[src/sv/fsne_pkg.sv]
// Package for the format string number emitter.
// Holds character codes, field widths, sequencer state type, converter status type, hex digit lookup.
// No dependencies.
package fsne_pkg;

   // Character codes
   localparam logic [7:0] CH_PERCENT = 8'h25;
   localparam logic [7:0] CH_MINUS   = 8'h2D;
   localparam logic [7:0] CH_ZERO    = 8'h30;
   localparam logic [7:0] CH_X       = 8'h78;
   localparam logic [7:0] CH_D       = 8'h64;
   localparam logic [7:0] CH_P       = 8'h70;
   localparam logic [7:0] CH_C       = 8'h63;

   // Field widths
   localparam int unsigned CHAR_W   = 8;
   localparam int unsigned ARG_W    = 32;
   localparam int unsigned DIGITS   = 10;
   localparam int unsigned DIGBUF_W = 4 * DIGITS;

   // Sequencer states
   typedef enum logic [2:0] {
      ST_IDLE,
      ST_PRE,
      ST_CONV,
      ST_SKIP,
      ST_DIGIT,
      ST_ONE
   } fsne_state_type;

   // Status of the binary-to-BCD unit
   typedef struct packed {
      logic busy;
      logic done;
   } fsne_conv_stat_type;

   // Nibble to lowercase hex character
   function automatic logic [7:0] hex_char(input logic [3:0] nib);
      logic [7:0] res;
      if (nib < 4'd10) begin
         res = CH_ZERO + {4'd0, nib};
      end else begin
         res = 8'h57 + {4'd0, nib};
      end
      return res;
   endfunction

endpackage

[src/sv/fsne_bcd_conv.sv]
// Iterative binary-to-BCD converter (shift and add three), one bit per cycle.
// Depends on fsne_pkg.
module fsne_bcd_conv (
   input  logic                            clock,
   input  logic                            reset,
   input  logic                            start,
   input  logic [fsne_pkg::ARG_W-1:0]      value,
   output fsne_pkg::fsne_conv_stat_type    stat,
   output logic [fsne_pkg::DIGBUF_W-1:0]   bcd
);
   import fsne_pkg::*;

   localparam int unsigned CNT_W = $clog2(ARG_W);

   logic [ARG_W-1:0]    bin_ff;
   logic [DIGBUF_W-1:0] bcd_ff;
   logic [DIGBUF_W-1:0] adj;
   logic [CNT_W-1:0]    cnt_ff;
   logic                busy_ff;
   logic                done_ff;

   // Add three to every BCD digit of five or more
   always_comb begin
      for (int i = 0; i < DIGITS; i++) begin
         if (bcd_ff[4*i +: 4] >= 4'd5) begin
            adj[4*i +: 4] = bcd_ff[4*i +: 4] + 4'd3;
         end else begin
            adj[4*i +: 4] = bcd_ff[4*i +: 4];
         end
      end
   end

   // Control: busy for one pass over the word, done held until next start
   always_ff @(posedge clock) begin
      if (reset) begin
         busy_ff <= 1'b0;
         done_ff <= 1'b0;
         cnt_ff  <= '0;
      end else if (start) begin
         busy_ff <= 1'b1;
         done_ff <= 1'b0;
         cnt_ff  <= '0;
      end else if (busy_ff) begin
         cnt_ff <= cnt_ff + 1'b1;
         if (cnt_ff == CNT_W'(ARG_W - 1)) begin
            busy_ff <= 1'b0;
            done_ff <= 1'b1;
         end
      end
   end

   // Datapath: while busy, shift one binary bit into the BCD word each cycle
   always_ff @(posedge clock) begin
      if (start) begin
         bin_ff <= value;
         bcd_ff <= '0;
      end else if (busy_ff) begin
         bin_ff <= {bin_ff[ARG_W-2:0], 1'b0};
         bcd_ff <= {adj[DIGBUF_W-2:0], bin_ff[ARG_W-1]};
      end
   end

   assign stat.busy = busy_ff;
   assign stat.done = done_ff;
   assign bcd       = bcd_ff;

   // Busy and done never overlap
   a_busy_done_excl: assert property (@(posedge clock) disable iff (reset)
      !(busy_ff && done_ff))
      else $error("converter busy and done together");

   // Done follows the last shift step
   a_done_after_last: assert property (@(posedge clock) disable iff (reset)
      (busy_ff && !start && cnt_ff == CNT_W'(ARG_W - 1)) |=> done_ff)
      else $error("converter did not finish after last step");

endmodule

[src/sv/format_string_number_emitter_top.sv]
// Top level of the format string number emitter: handshakes, sequencer, output word.
// Depends on fsne_pkg and fsne_bcd_conv.
//
// Usage:
// The req channel takes one format byte with a 32-bit argument per word. The rsp
// channel returns the emitted characters, one per word, tlast on the final character
// caused by each request. A lone '%' produces no response word; it only arms the
// directive flag.
// An ordinary character passes through the ONE state into the output register after
// acceptance; a lone '%' leaves the sequencer idle. %x walks a ten-nibble digit
// buffer: it skips leading zero nibbles but keeps the last, then emits one character
// per nibble; %p first adds "0x". %d runs the shift-add-3 unit over the magnitude
// (a '-' leaves meanwhile), then drops leading zeros and emits digits the same way.
// req_tready is high only while the sequencer is idle, so a new request waits until
// the sequencer has finished the last one.
// A stalled receiver holds the output register; the sequencer waits with it and
// loses nothing. Synchronous reset clears the sequencer, the directive flag, the
// converter control and the output valid.
module format_string_number_emitter_top (
   input  logic        clock,
   input  logic        reset,
   input  logic        req_tvalid,
   output logic        req_tready,
   input  logic [39:0] req_tdata,   // [7:0] format_char, [39:8] argument_word
   output logic        rsp_tvalid,
   input  logic        rsp_tready,
   output logic [7:0]  rsp_tdata,   // [7:0] out_char
   output logic        rsp_tlast    // run_last
);
   import fsne_pkg::*;

   localparam int unsigned CNT_W = $clog2(DIGITS + 1);

   fsne_state_type      state_ff, state_in;
   logic                pend_ff;
   logic [15:0]         pre_ff;
   logic [1:0]          pre_cnt_ff;
   logic                dec_ff;
   logic [DIGBUF_W-1:0] dig_ff;
   logic [CNT_W-1:0]    cnt_ff;
   logic [7:0]          one_ff;
   logic                rsp_valid_ff;
   logic [7:0]          rsp_char_ff;
   logic                rsp_last_ff;

   logic [7:0]          in_char;
   logic [ARG_W-1:0]    in_arg;
   logic [ARG_W-1:0]    magnitude;
   logic                req_fire;
   logic                out_free;
   logic                emit;
   logic [7:0]          emit_char;
   logic                emit_last;
   logic                conv_start;
   fsne_conv_stat_type  conv_stat;
   logic [DIGBUF_W-1:0] conv_bcd;

   assign in_char   = req_tdata[7:0];
   assign in_arg    = req_tdata[39:8];
   assign magnitude = in_arg[ARG_W-1] ? (~in_arg + 1'b1) : in_arg;
   assign req_tready = (state_ff == ST_IDLE);
   assign req_fire   = req_tvalid && req_tready;
   assign out_free   = !rsp_valid_ff || rsp_tready;

   fsne_bcd_conv u_conv (
      .clock (clock),
      .reset (reset),
      .start (conv_start),
      .value (magnitude),
      .stat  (conv_stat),
      .bcd   (conv_bcd)
   );

   // Next state
   always_comb begin
      state_in = state_ff;
      unique case (state_ff)
         ST_IDLE: begin
            if (req_fire) begin
               if (in_char == CH_PERCENT) begin
                  state_in = pend_ff ? ST_ONE : ST_IDLE;
               end else if (!pend_ff) begin
                  state_in = ST_ONE;
               end else if (in_char == CH_D) begin
                  state_in = in_arg[ARG_W-1] ? ST_PRE : ST_CONV;
               end else if (in_char == CH_X) begin
                  state_in = ST_SKIP;
               end else if (in_char == CH_P) begin
                  state_in = ST_PRE;
               end else begin
                  state_in = ST_ONE;
               end
            end
         end
         ST_PRE: begin
            if (out_free && pre_cnt_ff == 2'd1) begin
               state_in = dec_ff ? ST_CONV : ST_SKIP;
            end
         end
         ST_CONV: begin
            if (conv_stat.done) begin
               state_in = ST_SKIP;
            end
         end
         ST_SKIP: begin
            if (dig_ff[DIGBUF_W-1 -: 4] != 4'd0 || cnt_ff == CNT_W'(1)) begin
               state_in = ST_DIGIT;
            end
         end
         ST_DIGIT: begin
            if (out_free && cnt_ff == CNT_W'(1)) begin
               state_in = ST_IDLE;
            end
         end
         ST_ONE: begin
            if (out_free) begin
               state_in = ST_IDLE;
            end
         end
         default: state_in = ST_IDLE;
      endcase
   end

   // Outputs of the sequencer
   always_comb begin
      emit       = 1'b0;
      emit_char  = one_ff;
      emit_last  = 1'b0;
      conv_start = 1'b0;
      unique case (state_ff)
         ST_IDLE: begin
            conv_start = req_fire && pend_ff && (in_char == CH_D);
         end
         ST_PRE: begin
            emit      = out_free;
            emit_char = pre_ff[7:0];
         end
         ST_DIGIT: begin
            emit      = out_free;
            emit_char = hex_char(dig_ff[DIGBUF_W-1 -: 4]);
            emit_last = (cnt_ff == CNT_W'(1));
         end
         ST_ONE: begin
            emit      = out_free;
            emit_last = 1'b1;
         end
         default: begin
            emit = 1'b0;
         end
      endcase
   end

   // Control registers
   always_ff @(posedge clock) begin
      if (reset) begin
         state_ff     <= ST_IDLE;
         pend_ff      <= 1'b0;
         rsp_valid_ff <= 1'b0;
      end else begin
         state_ff <= state_in;
         if (req_fire) begin
            pend_ff <= (in_char == CH_PERCENT) ? !pend_ff : 1'b0;
         end
         if (emit) begin
            rsp_valid_ff <= 1'b1;
         end else if (rsp_tready) begin
            rsp_valid_ff <= 1'b0;
         end
      end
   end

   // Datapath registers
   always_ff @(posedge clock) begin
      if (emit) begin
         rsp_char_ff <= emit_char;
         rsp_last_ff <= emit_last;
      end
      unique case (state_ff)
         ST_IDLE: begin
            if (req_fire) begin
               cnt_ff <= CNT_W'(DIGITS);
               dig_ff <= {8'd0, in_arg};
               dec_ff <= (in_char == CH_D);
               if (in_char == CH_P) begin
                  pre_ff     <= {CH_X, CH_ZERO};
                  pre_cnt_ff <= 2'd2;
               end else begin
                  pre_ff     <= {8'd0, CH_MINUS};
                  pre_cnt_ff <= 2'd1;
               end
               if (pend_ff && in_char == CH_C) begin
                  one_ff <= in_arg[7:0];
               end else begin
                  one_ff <= in_char;
               end
            end
         end
         ST_PRE: begin
            if (out_free) begin
               pre_ff     <= {8'd0, pre_ff[15:8]};
               pre_cnt_ff <= pre_cnt_ff - 1'b1;
            end
         end
         ST_CONV: begin
            if (conv_stat.done) begin
               dig_ff <= conv_bcd;
            end
         end
         ST_SKIP: begin
            if (dig_ff[DIGBUF_W-1 -: 4] == 4'd0 && cnt_ff != CNT_W'(1)) begin
               dig_ff <= {dig_ff[DIGBUF_W-5:0], 4'd0};
               cnt_ff <= cnt_ff - 1'b1;
            end
         end
         ST_DIGIT: begin
            if (out_free) begin
               dig_ff <= {dig_ff[DIGBUF_W-5:0], 4'd0};
               cnt_ff <= cnt_ff - 1'b1;
            end
         end
         default: begin
            pre_cnt_ff <= pre_cnt_ff;
         end
      endcase
   end

   assign rsp_tvalid = rsp_valid_ff;
   assign rsp_tdata  = rsp_char_ff;
   assign rsp_tlast  = rsp_last_ff;

   // Directive flag is always clear once a request is being worked on
   a_pend_clear_busy: assert property (@(posedge clock) disable iff (reset)
      (state_ff != ST_IDLE) |-> !pend_ff)
      else $error("directive flag set while busy");

   // Converter is never running while a new request can be taken
   a_idle_conv_quiet: assert property (@(posedge clock) disable iff (reset)
      (state_ff == ST_IDLE) |-> !conv_stat.busy)
      else $error("converter busy in idle");

   // Digit counter stays in range while digits are handled
   a_digit_cnt_range: assert property (@(posedge clock) disable iff (reset)
      (state_ff == ST_DIGIT || state_ff == ST_SKIP) |->
      (cnt_ff != CNT_W'(0) && cnt_ff <= CNT_W'(DIGITS)))
      else $error("digit counter out of range");

   // An emitted word never overwrites one still waiting
   a_no_overwrite: assert property (@(posedge clock) disable iff (reset)
      (rsp_valid_ff && !rsp_tready) |=> ($stable(rsp_char_ff) && rsp_valid_ff))
      else $error("output word overwritten under stall");

endmodule

[config.mk]
export PLATFORM = sky130hd
export DESIGN_NAME = format_string_number_emitter_top
export DESIGN_NICKNAME = d
export VERILOG_FILES = /design/src/sv/fsne_pkg.sv /design/src/sv/fsne_bcd_conv.sv /design/src/sv/format_string_number_emitter_top.sv
export SDC_FILE = /design/constraint.sdc
export NUM_CORES = 1
export LEC_CHECK = 0
export ABC_AREA = 1
export ABC_CLOCK_PERIOD_IN_PS = 5800
export BUFFER_PORTS_ARGS = -buffer_cell sky130_fd_sc_hd__buf_2
export CAP_MARGIN = 10
export CORE_AREA = 3 3 100 173
export CTS_CLUSTER_DIAMETER = 40
export CTS_CLUSTER_SIZE = 28
export DETAILED_ROUTE_END_ITERATION = 6
export DIE_AREA = 0 0 103 176
export PLACE_DENSITY = 0.78
export SYNTH_ARGS = -nofsm -noshare
export SYNTH_HDL_FRONTEND = slang
export SYNTH_HIERARCHICAL = 1
export SYNTH_SLANG_ARGS = --single-unit
[constraint.sdc]
create_clock -name clock -period 5.8 [get_ports clock]
set_input_delay 1.16 -clock clock [delete_from_list [all_inputs] [get_ports clock]]
set_output_delay 1.16 -clock clock [all_outputs]
set_load 0.01 [all_outputs]
==> run_results.csv, run 1 <==
group,metric,value,unit
power,p_leak,4.33,nW
sta,worstMarginPinSlew,1080,ps
die,fp-row-count,61,
clock_network,cts_num_sinks,154,
status,status,"complete, no violations",
placed_design,placed_cell_area,8920,um2
setup_path,slowest_delay,430,ps
setup_path,critical_path_class,"reg2reg",
setup_path,crit_family,"buffers and inverters",
placed_design,hpwl,14800,um
cells_and_area,antennaDiodeCount,0,
clock_network,clk_pin_slew,70,ps
power,p_comb_frac,0.238,
setup_path,cp.required,5870,ps
clock_network,worstSkewPairLatency,430,ps
power,power_density,380,nW/um2
sta,fin_crit_sh,0.581,
drt,drt_iter0_markers,515,
sta,setup_viol,0,
placed_design,io_buffers,54,
sta,fmax,297,MHz
logic_synthesis,ys_warn_count,6,
die,die-area,18100,um2
min_path,hold_path_class,"reg2reg",
drt,post_drt_via_cell_ratio,5.58,
grt,grt_pass1_wl,33600,um
setup_path,path_max_fanout,36,
clock_network,cts_resized,0,
grt,grt_pass1_vias,7094,
power,switching_power,1.21,mW
logic_synthesis,netlist_instances,1051,
clock_network,numCtsBuffers,17,
die,start_util,0.533,
cells_and_area,fin_area,9500,um2
clock_network,post_cts_buffers,0,
power,power_frac_seq,0.456,
setup_path,crit_path_cell_trace,"nor2_2 > inv_1 > nor2_2 > inv_1 > nor2_2 > inv_1 > nor4_4 > buf_4 > nor2_2 > buf_4 > inv_1 > buf_4",
setup_path,cp-end-kind,"register",
drt,wl,20800,um
logic_synthesis,syn_avg_cell_area,8.13,um2
setup_path,timing.critical_path.buf_inv,7,
placed_design,dpl_worst_slack,2140,ps
logic_synthesis,syn_nets,1123,
power,netSwitchingFraction,0.336,
grt,antenna_found_initial,0,
setup_path,reg2reg_setup_slack,2430,ps
sta,hold_violations,0,
sta,period_minus_slack,3370,ps
drt,vias,7257,
grt,grtUsageTotal,0.239,
clock_network,cts_root_buf,"clkbuf_16",
drt,antenna_left,0,
grt,grt_remaining_overflow,0,
placed_design,gp_congestion,0.924,
sta,timing.final.ws_setup,2430,ps
drt,met1_length,7650,um
sta,fin_setup_tns,0,ps
grt,grt_max_degree,44,
logic_synthesis,netlist_area,8540,um2
sta,fin_worst_skew,10.0,ps
flow_run,maxCapViolCount,0,
clock_network,htreeDepth,4,
clock_network,clk_path_buf_depth,2,
die,core,16000,um2
setup_path,arrival,3440,ps
drt,drc,0,
drt,route.met3.wl,879,um
setup_path,crit_slowest_cell,"nor2_2",
power,ir_drop,0.256,mV
drt,met2_length,11500,um
drt,highest_layer,"met4",
sta,whs,453,ps
sta,rsz0062_at_grt,"no",
cells_and_area,syn2layout_area_growth,11.2,%
clock_network,tritoncts,"yes",
sta,maxSlewViolCount,0,
setup_path,critPathLaunchType,"register",
die,die_y,176,um
die,io-pin-count,55,
sta,slew_headroom,0.274,
drt,wl_per_cell,16.0,um
power,p_clk_frac,0.305,
power,p_int,2.40,mW
drt,drt_first_pass_iters,5,
clock_network,holdBufCountCts,0,
die,die_w,103,um
cells_and_area,drive_above_1_share,0.116,
cells_and_area,nets,1170,
-- cells in the final DEF (no fill, tap or decap), drive strengths merged --
cell type and n:
nor4 3, buf 61, nand3 93, o31ai 2
a22o 8, nand4 12, inv 146, o22ai 1
o21a 1, a31oi 2, nand2 322, clkbuf 19
xor2 23, and3 1, nand3b 1, nor3 11
clkinvlp 2, dfxtp 52, clkinv 3, o2111ai 1
a221oi 1, ha 28, a21oi 18, xnor2 2
a211oi 2, o21bai 1, o311ai 1, o21ai 90
nor2 70, a22oi 28, o211ai 3, edfxtp 102
a32o 1
-- power groups by stage --
stage	Sequential (mW)	Combinational [mW]	Clock [mW]
global route	1.68	0.967	1.15
CTS	1.65	0.865	1.10
global placement	1.66	0.844	0
floorplan	1.68	0.635	0
detailed placement	1.67	0.865	0
finish	1.65	0.860	1.10
-- layer usage --
| layer | global-route usage | vias up |
|---|---|---|
| met5 | 0 | - |
| met4 | 0.115 | 0 |
| met3 | 0.0423 | 61 |
| met2 | 0.437 | 204 |
| met1 | 0.256 | 3407 |
| li1 | - | 3585 |
-- cell type report --
class,count,area [um2]
fillers,1450,6530
flip-flops and latches,154,4100
multi-input cells,726,3730
inverters,138,520
clock buffers,19,464
repair buffers,61,323
well taps,189,236
clock inverters,13,116
-- path summary, 6_finish.rpt --
| kind | start | to | depth (start not counted) |
|---|---|---|---|
| min reg2reg | u_conv/bin_ff[31] | u_conv/bcd[0] | 2 |
| min | u_conv/bin_ff[31] | u_conv/bcd[0] | 2 |
| max | state_ff[1] | u_conv/bin_ff[4] | 12 |
| max reg2reg | state_ff[1] | u_conv/bin_ff[4] | 12 |
-- sequential cells by signal, summed over array words and instances (netlist names) --
signal and count:
cnt_ff 4, dec_ff 1, dig_ff 40, one_ff 8, pend_ff 1, pre_cnt_ff 2, pre_ff 6, rsp_tdata 8
rsp_tlast 1, rsp_tvalid 1, state_ff 3, u_conv/bcd 40, u_conv/bin_ff 32, u_conv/busy_ff 1, u_conv/cnt_ff 5, u_conv/done_ff 1
-- worst min-delay path, delay by kind of cell, from the launching register on --
family          cells  cell delay (ps)
compound gates      1               60
simple gates        1               50
flops               1              320
-- through the flow --
step / util / instances / power, mW
after global placement: 0.556 / 1268 / 2.51
final: 0.593 / 1300 / 3.61
after global routing: 0.593 / 1300 / 3.79
after CTS: 0.593 / 1300 / 3.62
after detailed placement: 0.556 / 1268 / 2.53
after floorplan: - / 1051 / 2.31
No activity file was read; power rests on OpenSTA's default activity.
==> inputs of run 2 (changes only) <==
--- a/config.mk
+++ b/config.mk
@@ -6,7 +6,7 @@
 export NUM_CORES = 1
 export LEC_CHECK = 0
 export ABC_AREA = 1
-export ABC_CLOCK_PERIOD_IN_PS = 5800
+export ABC_CLOCK_PERIOD_IN_PS = 3400
 export BUFFER_PORTS_ARGS = -buffer_cell sky130_fd_sc_hd__buf_2
 export CAP_MARGIN = 10
 export CORE_AREA = 3 3 100 173
@@ -14,7 +14,7 @@
 export CTS_CLUSTER_SIZE = 28
 export DETAILED_ROUTE_END_ITERATION = 6
 export DIE_AREA = 0 0 103 176
-export PLACE_DENSITY = 0.78
+export PLACE_DENSITY = 0.75
 export SYNTH_ARGS = -nofsm -noshare
 export SYNTH_HDL_FRONTEND = slang
 export SYNTH_HIERARCHICAL = 1
==> constraint.sdc (replaced) <==
create_clock -name clock -period 3.4 [get_ports clock]
set_input_delay 0.68 -clock clock [delete_from_list [all_inputs] [get_ports clock]]
set_output_delay 0.68 -clock clock [all_outputs]
set_load 0.01 [all_outputs]
==> run_results.csv, run 2 (synthesis results as in run 1) <==
group,metric,value,unit
status,status,"complete, no violations",
die,fp-row-count,61,
power,power_density,660,nW/um2
setup_path,ff2ff_path_depth,11,
sta,period_minus_slack,2680,ps
sta,fin_worst_skew,7.52,ps
die,die_w,103,um
cells_and_area,nets,1177,
sta,fmax,373,MHz
sta,worstMarginPinSlew,807,ps
clock_network,cts_root_buf,"clkbuf_16",
flow_run,maxCapViolCount,0,
die,die_y,176,um
power,p_int,4.27,mW
die,core,16000,um2
drt,post_drt_via_cell_ratio,5.56,
sta,maxSlewViolCount,0,
setup_path,cp.required,3460,ps
min_path,worstHoldPathCells,2,
clock_network,clk_pin_slew,60,ps
drt,drc,0,
grt,grt_pass1_vias,7160,
setup_path,critPathLaunchType,"register",
grt,grtUsageTotal,0.241,
cells_and_area,final_common_cell,"nand2_1",
setup_path,crit_slowest_cell,"buf_4",
sta,whs,477,ps
setup_path,timing.critical_path.buf_inv,6,
drt,wl,21000,um
drt,drt_first_pass_iters,5,
cells_and_area,layout_common_cells,"nand2_1 (319), inv_1 (131), edfxtp_1 (102)",
power,power_frac_seq,0.445,
grt,grt_max_degree,44,
cells_and_area,syn2layout_area_growth,12.3,%
placed_design,io_buffers,54,
setup_path,crit_path_cell_trace,"nor2_2 > inv_1 > nor2_2 > inv_1 > nor2_2 > buf_4 > inv_1 > nor4_4 > nor2_2 > inv_1 > buf_4",
power,finalPower,6.33,mW
setup_path,arrival,2750,ps
power,switching_power,2.06,mW
sta,rsz0062_at_grt,"no",
sta,fin_setup_tns,0,ps
clock_network,clk_path_buf_depth,2,
power,p_comb_frac,0.240,
die,start_util,0.533,
placed_design,dpl_worst_slack,739,ps
setup_path,reg2reg_setup_slack,720,ps
clock_network,holdBufCountCts,0,
drt,wl_per_cell,16.1,um
grt,antenna_found_initial,0,
power,p_leak,4.38,nW
die,io-pin-count,55,
clock_network,cts_num_sinks,154,
grt,grt_remaining_overflow,0,
sta,hold_violations,0,
drt,vias,7271,
min_path,hold_path_class,"reg2reg",
setup_path,critical_path_class,"reg2reg",
clock_network,tritoncts,"yes",
cells_and_area,antennaDiodeCount,0,
cells_and_area,drive_above_1_share,0.121,
setup_path,path_max_fanout,34,
setup_path,slowest_delay,420,ps
setup_path,cp-end-kind,"register",
clock_network,numCtsBuffers,17,
power,ir_drop,0.476,mV
clock_network,cts_resized,0,
drt,drt_iter0_markers,540,
sta,fin_crit_sh,0.790,
cells_and_area,fill_cells,1455,
placed_design,gp_congestion,0.916,
setup_path,cp.depth,11,
sta,slew_headroom,0.462,
clock_network,htreeDepth,4,
clock_network,worstSkewPairLatency,420,ps
power,p_clk_frac,0.314,
drt,antenna_left,0,
sta,timing.final.ws_setup,716,ps
sta,setup_viol,0,
placed_design,hpwl,15000,um
power,netSwitchingFraction,0.326,
grt,grt_pass1_wl,33700,um
setup_path,crit_family,"buffers and inverters",
clock_network,post_cts_buffers,0,
die,die-area,18100,um2
-- run 2: changes by cell type in the layout (fill, tap and decap cells not counted) --
cell	change
inv_8	-1
clkbuf_16	-1
clkinvlp_4	+1
inv_6	-2
nor4_2	-1
buf_4	+7
clkbuf_8	-1
clkbuf_1	+1
nor4_4	+1
bufinv_16	+3
-- run 2: per-layer routing --
layer,global-route usage,vias to the layer above,wire [um]
met5,0,-,0
met3,0.0376,68,847
li1,-,3598,-
met2,0.437,216,11500
met1,0.256,3389,7680
met4,0.133,0,1040
-- run 2: cell type report --
type / instances / area (um2) / share of cell area
sequential: 154 / 4100 / 0.428
multi-input combinational: 726 / 3740 / 0.390
inverter: 138 / 520 / 0.0543
clock buffer: 18 / 429 / 0.0447
timing repair buffer: 68 / 375 / 0.0391
tap: 189 / 236 / 0.0246
clock inverter: 14 / 185 / 0.0193
-- run 2: per-stage QoR --
| step | cell area [um2] | utilization | instances |
|---|---|---|---|
| global route | 9590 | 0.599 | 1307 |
| global placement | 8980 | 0.560 | 1275 |
| detailed placement | 8980 | 0.560 | 1275 |
| floorplan | 8560 | - | 1051 |
| CTS | 9590 | 0.599 | 1307 |
| finish | 9590 | 0.599 | 1307 |
-- run 2: power groups by stage --
stage | Sequential [mW] | Combinational (mW) | Clock [mW]
final | 2.82 | 1.52 | 1.99
after global placement | 2.84 | 1.49 | 0
after floorplan | 2.83 | 1.10 | 0
after global routing | 2.86 | 1.71 | 2.07
after detailed placement | 2.84 | 1.52 | 0
after CTS | 2.82 | 1.53 | 2.02
-- run 2: worst register-to-register path, cell delays in order (launching register included) --
cell,delay [ps]
dfxtp_1,360
nor2_2,240
inv_1,100
nor2_2,210
inv_1,80
nor2_2,80
buf_4,200
inv_1,100
nor4_4,360
nor2_2,70
inv_1,80
buf_4,420
-- run 2: path summary, 6_finish.rpt --
path / start / end
worst min register to register: u_conv/bcd[33] / u_conv/bcd[33]
worst max-delay path: state_ff[0] / u_conv/bin_ff[1]
worst max register to register: state_ff[0] / u_conv/bin_ff[1]
worst min-delay path: u_conv/bcd[33] / u_conv/bcd[33]
